<file path="config.mk">
export PLATFORM = sky130hd
export DESIGN_NAME = min_cost_subsequence_avoid
export DESIGN_NICKNAME = d
export VERILOG_FILES = /design/src/rtl/mcsa_pkg.sv /design/src/rtl/mcsa_cell.sv /design/src/rtl/mcsa_reduce.sv /design/src/rtl/min_cost_subsequence_avoid.sv
export SDC_FILE = /design/constraint.sdc
export NUM_CORES = 2
export LEC_CHECK = 0
export ABC_AREA = 0
export BUFFER_PORTS_ARGS = -buffer_cell sky130_fd_sc_hd__buf_2
export CORE_MARGIN = 5
export CORE_UTILIZATION = 60
export CTS_CLUSTER_DIAMETER = 100
export CTS_CLUSTER_SIZE = 8
export DETAILED_ROUTE_END_ITERATION = 6
export PLACE_DENSITY = 0.82
export SKIP_LAST_GASP = 1
export SYNTH_ARGS = -nofsm -noshare
export SYNTH_HDL_FRONTEND = slang
export SYNTH_SLANG_ARGS = --single-unit
</file>
<file path="constraint.sdc">
create_clock -name clock -period 18.5 [get_ports clock]
set_clock_uncertainty 0.2 [all_clocks]
set_input_delay 3.7 -clock clock [delete_from_list [all_inputs] [get_ports clock]]
set_output_delay 3.7 -clock clock [all_outputs]
set_load 0.005 [all_outputs]
</file>
<file path="src/rtl/mcsa_pkg.sv">
// ----------------------------------------------------------------------------
// mcsa_pkg
// Shared constants, types and helpers for the min-cost subsequence-avoid block.
// ----------------------------------------------------------------------------
`default_nettype none

package mcsa_pkg;

   localparam int PATTERN_LEN = 4;
   localparam int ACC_W       = 48;
   localparam int OUT_W       = 48;
   localparam int SYM_W       = 8;
   localparam int COST_W      = 30;
   localparam int PAT_W       = 32;
   localparam int PAT_CHARS   = PAT_W / SYM_W;
   localparam int CMP_W       = (ACC_W > OUT_W) ? ACC_W : OUT_W;

   localparam logic [PAT_W-1:0] PAT_RESET = 32'h6861_7264;
   localparam logic [ACC_W-1:0] ACC_MAX   = {ACC_W{1'b1}};
   localparam logic [OUT_W-1:0] OUT_MAX   = {OUT_W{1'b1}};

   typedef logic [ACC_W-1:0] acc_type;
   typedef logic [PATTERN_LEN-1:0][ACC_W-1:0] acc_row_type;

   typedef struct packed {
      logic              valid;
      logic              last;
      logic [SYM_W-1:0]  sym;
      logic [COST_W-1:0] cost;
   } step_type;

   function automatic logic [SYM_W-1:0] pattern_char(input logic [PAT_W-1:0] word,
                                                     input int j);
      logic [SYM_W-1:0] ch;
      ch = '0;
      if (j >= 0 && j < PAT_CHARS) begin
         ch = word[(PAT_CHARS-1-j)*SYM_W +: SYM_W];
      end
      return ch;
   endfunction

endpackage

`default_nettype wire

</file>
<file path="src/rtl/mcsa_cell.sv">
// ----------------------------------------------------------------------------
// mcsa_cell
// One prefix-length cell: holds the running cost for its prefix and takes the
// cost handed over by its left neighbor when the symbol matches there and that cost is lower.
// ----------------------------------------------------------------------------
`default_nettype none

module mcsa_cell (
   input  wire logic                       clock,
   input  wire logic                       reset,
   input  wire mcsa_pkg::step_type         step,
   input  wire logic                       is_head,
   input  wire logic [mcsa_pkg::SYM_W-1:0] pat_char,
   input  wire mcsa_pkg::acc_type          left_cost,
   input  wire logic                       left_match,
   output mcsa_pkg::acc_type               cost_ff,
   output mcsa_pkg::acc_type               next_cost,
   output logic                            match,
   output logic                            sat_hit
);

   logic [mcsa_pkg::ACC_W:0] sum;
   logic                     add_sat;
   logic                     unreach;
   mcsa_pkg::acc_type        added;
   mcsa_pkg::acc_type        kept;
   mcsa_pkg::acc_type        reset_cost;
   mcsa_pkg::acc_type        cost_in;

   assign match      = (step.sym == pat_char);
   assign sum        = {1'b0, cost_ff} + (mcsa_pkg::ACC_W+1)'(step.cost);
   assign add_sat    = sum >= {1'b0, mcsa_pkg::ACC_MAX};
   assign unreach    = (cost_ff == mcsa_pkg::ACC_MAX);
   assign added      = (unreach || add_sat) ? mcsa_pkg::ACC_MAX : sum[mcsa_pkg::ACC_W-1:0];
   assign kept       = match ? added : cost_ff;
   assign next_cost  = (left_match && (left_cost < kept)) ? left_cost : kept;
   assign sat_hit    = match && !unreach && add_sat;
   assign reset_cost = is_head ? '0 : mcsa_pkg::ACC_MAX;

   always_comb begin
      cost_in = cost_ff;
      if (step.valid) begin
         cost_in = step.last ? reset_cost : next_cost;
      end
   end

   always_ff @(posedge clock) begin
      if (reset) begin
         cost_ff <= reset_cost;
      end else begin
         cost_ff <= cost_in;
      end
   end

endmodule

`default_nettype wire

</file>
<file path="src/rtl/mcsa_reduce.sv">
// ----------------------------------------------------------------------------
// mcsa_reduce
// Snapshot of the final prefix costs, minimum over them, clamp to the output
// width and result register toward the response channel.
// ----------------------------------------------------------------------------
`default_nettype none

module mcsa_reduce (
   input  wire logic                       clock,
   input  wire logic                       reset,
   input  wire logic                       load,
   input  wire mcsa_pkg::acc_row_type      snap,
   input  wire logic                       snap_sat,
   output logic                            can_load,
   output logic                            rsp_tvalid,
   input  wire logic                       rsp_tready,
   output logic [mcsa_pkg::OUT_W-1:0]      rsp_tdata,
   output logic                            rsp_tuser
);

   logic                    hold_valid_ff, hold_valid_in;
   mcsa_pkg::acc_row_type   hold_ff;
   logic                    hold_sat_ff;
   logic                    out_valid_ff, out_valid_in;
   logic [mcsa_pkg::OUT_W-1:0] out_data_ff;
   logic                    out_sat_ff;
   logic                    advance;
   mcsa_pkg::acc_type       best;
   logic [mcsa_pkg::CMP_W-1:0] best_ext;
   logic                    over;

   assign advance  = hold_valid_ff && (!out_valid_ff || rsp_tready);
   assign can_load = !hold_valid_ff || advance;

   always_comb begin
      best = hold_ff[0];
      for (int j = 1; j < mcsa_pkg::PATTERN_LEN; j++) begin
         if (hold_ff[j] < best) begin
            best = hold_ff[j];
         end
      end
   end

   assign best_ext = mcsa_pkg::CMP_W'(best);
   assign over     = best_ext > mcsa_pkg::CMP_W'(mcsa_pkg::OUT_MAX);

   always_comb begin
      hold_valid_in = hold_valid_ff;
      if (load) begin
         hold_valid_in = 1'b1;
      end else if (advance) begin
         hold_valid_in = 1'b0;
      end
      out_valid_in = out_valid_ff;
      if (advance) begin
         out_valid_in = 1'b1;
      end else if (rsp_tready) begin
         out_valid_in = 1'b0;
      end
   end

   always_ff @(posedge clock) begin
      if (reset) begin
         hold_valid_ff <= 1'b0;
         out_valid_ff  <= 1'b0;
      end else begin
         hold_valid_ff <= hold_valid_in;
         out_valid_ff  <= out_valid_in;
      end
   end

   always_ff @(posedge clock) begin
      if (load) begin
         hold_ff     <= snap;
         hold_sat_ff <= snap_sat;
      end
      if (advance) begin
         out_data_ff <= over ? mcsa_pkg::OUT_MAX : mcsa_pkg::OUT_W'(best_ext);
         out_sat_ff  <= hold_sat_ff || over;
      end
   end

   assign rsp_tvalid = out_valid_ff;
   assign rsp_tdata  = out_data_ff;
   assign rsp_tuser  = out_sat_ff;

endmodule

`default_nettype wire

</file>
<file path="src/rtl/min_cost_subsequence_avoid.sv">
// ----------------------------------------------------------------------------
// min_cost_subsequence_avoid
// Least total deletion cost so that the configured pattern never survives as
// a subsequence, one prefix-length cell per pattern character.
// ----------------------------------------------------------------------------
// Throughput: one request per cycle, no gaps between strings, unless both the
// snapshot and result registers hold results; each result passes both.
// The cell row updates all prefix costs in the cycle a request is accepted.
// Reset (synchronous): cells clear to zero cost at prefix 0, unreachable
// elsewhere; pipeline empties; pattern register returns to "hard".
`default_nettype none

module min_cost_subsequence_avoid (
   input  wire logic        clock,
   input  wire logic        reset,
   // csr_data: pattern_word[31:0]
   input  wire logic        csr_valid,
   output logic             csr_ready,
   input  wire logic [31:0] csr_data,
   // req_tdata: symbol[7:0], delete_cost[37:8], zero [39:38]
   input  wire logic        req_tvalid,
   output logic             req_tready,
   input  wire logic [39:0] req_tdata,
   input  wire logic        req_tlast,
   // rsp_tdata: min_total_cost[47:0]
   output logic             rsp_tvalid,
   input  wire logic        rsp_tready,
   output logic [47:0]      rsp_tdata,
   // rsp_tuser: saturated[0]
   output logic             rsp_tuser
);

   localparam int N = mcsa_pkg::PATTERN_LEN;

   logic [mcsa_pkg::PAT_W-1:0] pattern_ff;
   logic                       sat_ff, sat_in;
   logic                       can_load;
   mcsa_pkg::step_type         step;
   mcsa_pkg::acc_row_type      cost_row;
   mcsa_pkg::acc_row_type      next_row;
   logic [N-1:0]               match;
   logic [N-1:0]               sat_hit;
   logic                       any_hit;
   logic                       load;

   assign csr_ready  = 1'b1;
   assign req_tready = can_load;

   assign step.valid = req_tvalid && req_tready;
   assign step.last  = req_tlast;
   assign step.sym   = req_tdata[mcsa_pkg::SYM_W-1:0];
   assign step.cost  = req_tdata[mcsa_pkg::SYM_W +: mcsa_pkg::COST_W];

   genvar g;
   generate
      for (g = 0; g < N; g++) begin : g_cell
         mcsa_cell u_cell (
            .clock      (clock),
            .reset      (reset),
            .step       (step),
            .is_head    ((g == 0) ? 1'b1 : 1'b0),
            .pat_char   (mcsa_pkg::pattern_char(pattern_ff, g)),
            .left_cost  ((g == 0) ? mcsa_pkg::ACC_MAX : cost_row[(g == 0) ? 0 : g-1]),
            .left_match ((g == 0) ? 1'b0 : match[(g == 0) ? 0 : g-1]),
            .cost_ff    (cost_row[g]),
            .next_cost  (next_row[g]),
            .match      (match[g]),
            .sat_hit    (sat_hit[g])
         );
      end
   endgenerate

   assign any_hit = |sat_hit;
   assign load    = step.valid && step.last;

   always_comb begin
      sat_in = sat_ff;
      if (step.valid) begin
         sat_in = step.last ? 1'b0 : (sat_ff || any_hit);
      end
   end

   always_ff @(posedge clock) begin
      if (reset) begin
         pattern_ff <= mcsa_pkg::PAT_RESET;
         sat_ff     <= 1'b0;
      end else begin
         if (csr_valid && csr_ready) begin
            pattern_ff <= csr_data;
         end
         sat_ff <= sat_in;
      end
   end

   mcsa_reduce u_reduce (
      .clock      (clock),
      .reset      (reset),
      .load       (load),
      .snap       (next_row),
      .snap_sat   (sat_ff || any_hit),
      .can_load   (can_load),
      .rsp_tvalid (rsp_tvalid),
      .rsp_tready (rsp_tready),
      .rsp_tdata  (rsp_tdata),
      .rsp_tuser  (rsp_tuser)
   );

endmodule

`default_nettype wire

</file>
==> results.cfg <==
[sta]
rsz0062_at_grt = false
min_period_ns = 13.02
setup_slack_ns = 5.48
relSlewSlack = 0.169
fin_crit_sh = 0.704
fmax_mhz = 76.8
slew_violations = 0
setup_violations = 0
finalHoldViolCount = 0
tightest_slew_ns = 1.24
fin_setup_tns_ns = 0

[global_route]
grtUsageTotal = 0.368
overflow = 0
antenna_found_initial = 6
grt_first_pass_wirelength_mm = 194
grt_pass1_vias = 33100
grt_max_degree = 121

[synth]
syn-instance-count = 4451
synth_area_per_cell_um2 = 8.43
synth_edf_count = 242
ys_seq_elements = 469
yosysUniqueCellTypes = 101
syn-cell-area_mm2 = 0.0375
async_reset_ff_frac = 0
synth_warnings = 0
synth_flop_cell = edfxtp_1
synth_seq_area_share = 0.315
syn_nets = 4934

[worst_setup_path]
cp-start-kind = register
path_common_cell = a21oi_1
cp_slowest_cell = a21oi_1
critPathBufInv = 5
timing_worst_setup_path_type = reg -> reg
r2r_end = u_reduce.rsp_tdata[45]
cp_max_fo = 57
reg2reg_from = u_reduce.hold_ff[19]
end_kind = register
cpPeakStageDelay_ns = 0.73
cp.arrival_ns = 13.24
crit_family = simple AND/OR/NAND/NOR gates
r2r_cells = 36
crit_required_ns = 18.72
worst-r2r-setup-slack_ns = 5.48

[placed_design]
port-buffer-count = 126
dp_slack_ns = 6.07
finalWeightedCongestion = 1.06
hpwl_mm = 101

[run]
drv_cap = 0

[power_and_ir_drop]
powerDensity_mw_per_mm2 = 66.8
p_leak_nw = 16.5
ir_worst_vdd_mv = 0.0759

[cts]
clockBufferDepth = 3
cts_root_buf = clkbuf_16
cts_buffers = 68
cts_num_sinks = 469
clk_latency_ns = 0.63
cts_tree = done
cts_max_level = 3
post_cts_buffers = 0
ctsResizeCount = 0
clk_pin_slew_ns = 0.06
hold_buffers = 0

[die]
ios = 130
die_y_um = 260
core_mm2 = 0.0618
start_util = 0.607
die_w_um = 260
dieArea_mm2 = 0.0677
rows = 91

[routing]
vias = 35900
viasPerCell = 6.74
drt_pre_antenna_iters = 6
post_drt_wl_per_cell_um = 24.4
drt_iter0_markers = 4513
drc_errors = 0
antenna_left = 0
finalWirelength_mm = 130

[layout]
nNetsFinal = 4919
final_cell_mix = nand2_1 (436), ha_1 (401), a21oi_1 (370)
final_layout_size_suffix_gt1_frac = 0.0771
final_common_cell = nand2_1
area_growth_pct = 8.32
diodes = 0

[worst_hold_path]
hold_end = u_reduce.rsp_tuser
hold_path.class = reg -> reg
whs_path_depth = 0
min-delay-start = u_reduce.hold_sat_ff

[outcome]
status = finished, final reports clean
worst reg2reg max path, delay by kind of cell, from the launching register on:
| kind | cells | cell delay (ns) |
|---|---|---|
| compound gates | 13 | 3.93 |
| mux | 2 | 1.17 |
| simple gates | 13 | 4.15 |
| flops | 1 | 0.36 |
| fa+ha+maj | 3 | 0.85 |
| buf+inv | 5 | 2.21 |
synth_stat cells, types with 20 or more instances:
cell	instances	area [um^2]
nor3_1	63	315
inv_1	221	830
nor4_1	37	231
nand3_1	93	465
xor2_1	55	482
nand2_1	436	1640
o211ai_1	42	315
a21oi_1	371	1860
a31oi_1	23	144
ha_1	401	5020
dfxtp_1	227	4540
o22ai_1	70	438
xnor2_1	95	832
a21o_1	119	893
o21a_1	63	473
edfxtp_1	242	7270
o22a_1	143	1250
buf_2	20	100
and3_1	56	350
a211oi_1	33	248
or3_1	33	206
a211o_1	21	184
nand4_1	155	970
and2_1	33	206
nor2_1	329	1230
mux2i_1	116	1160
or2_2	21	131
o21ai_0	341	1710
nor2b_1	39	244
nand2b_1	23	144
clkbuf_1	212	796
o21bai_1	28	210
power breakdown:
group          total (mW)  switching [mW]  internal, mW
clock                1.21           0.510         0.698
combinational       0.397           0.260         0.136
sequential           1.11         0.00612          1.11
total                2.72           0.776          1.94
logic make-up after synthesis:
kind of cell,after synthesis,share of synthesized area
xor+xnor,150,0.0350
fa+ha+maj,405,0.136
compound gates,1431,0.249
flops,469,0.315
other cells,1,0.0000999
simple gates,1392,0.181
buf+inv,472,0.0487
mux,131,0.0354
area by class of cell:
cell class	instances	area, um^2
clock buffers	113	1870
inverters	222	841
repair buffers	165	923
clock inverters	8	170
flip-flops and latches	469	11800
well taps	837	1050
multi-input cells	3510	24000
fillers	5226	21200
per-stage QoR:
step / util / total power, mW / hold WS, ns / instance area [um^2] / cells
after global placement: 0.625 / 1.51 / 0.208 / 38600 / 5203
after global routing: 0.658 / 2.80 / 0.230 / 40700 / 5324
final: 0.658 / 2.72 / 0.224 / 40700 / 5324
after floorplan: - / 1.40 / 0.255 / 37500 / 4451
after detailed placement: 0.625 / 1.52 / 0.209 / 38600 / 5203
after CTS: 0.658 / 2.72 / 0.219 / 40700 / 5324
state kept, by name, summed over array words and instances (netlist names):
signal	flops
u_reduce.rsp_tuser	1
u_reduce.rsp_tvalid	1
u_reduce.hold_sat_ff	1
u_reduce.rsp_tdata	48
u_reduce.hold_valid_ff	1
sat_ff	1
pattern_ff	32
u_reduce.hold_ff	192
g_cell.u_cell.cost_ff	192
how the worst max path moves through the flow:
stage	slack (ns)	end	from	cells past startpoint
floorplan	8.81	u_reduce.hold_ff[101]	req_tdata[8]	26
global placement	6.20	u_reduce.rsp_tdata[45]	u_reduce.hold_ff[17]	36
detailed placement	6.07	u_reduce.rsp_tdata[45]	u_reduce.hold_ff[19]	36
CTS	5.99	u_reduce.rsp_tdata[45]	u_reduce.hold_ff[19]	36
global route	5.38	u_reduce.rsp_tdata[45]	u_reduce.hold_ff[19]	36
finish	5.48	u_reduce.rsp_tdata[45]	u_reduce.hold_ff[19]	36
metal layers:
layer	GRT usage	wire, um
met5	0	13
met4	0.218	9520
met1	0.488	51400
met2	0.560	55300
met3	0.0740	13500
Power figures use the tool's default switching activity.
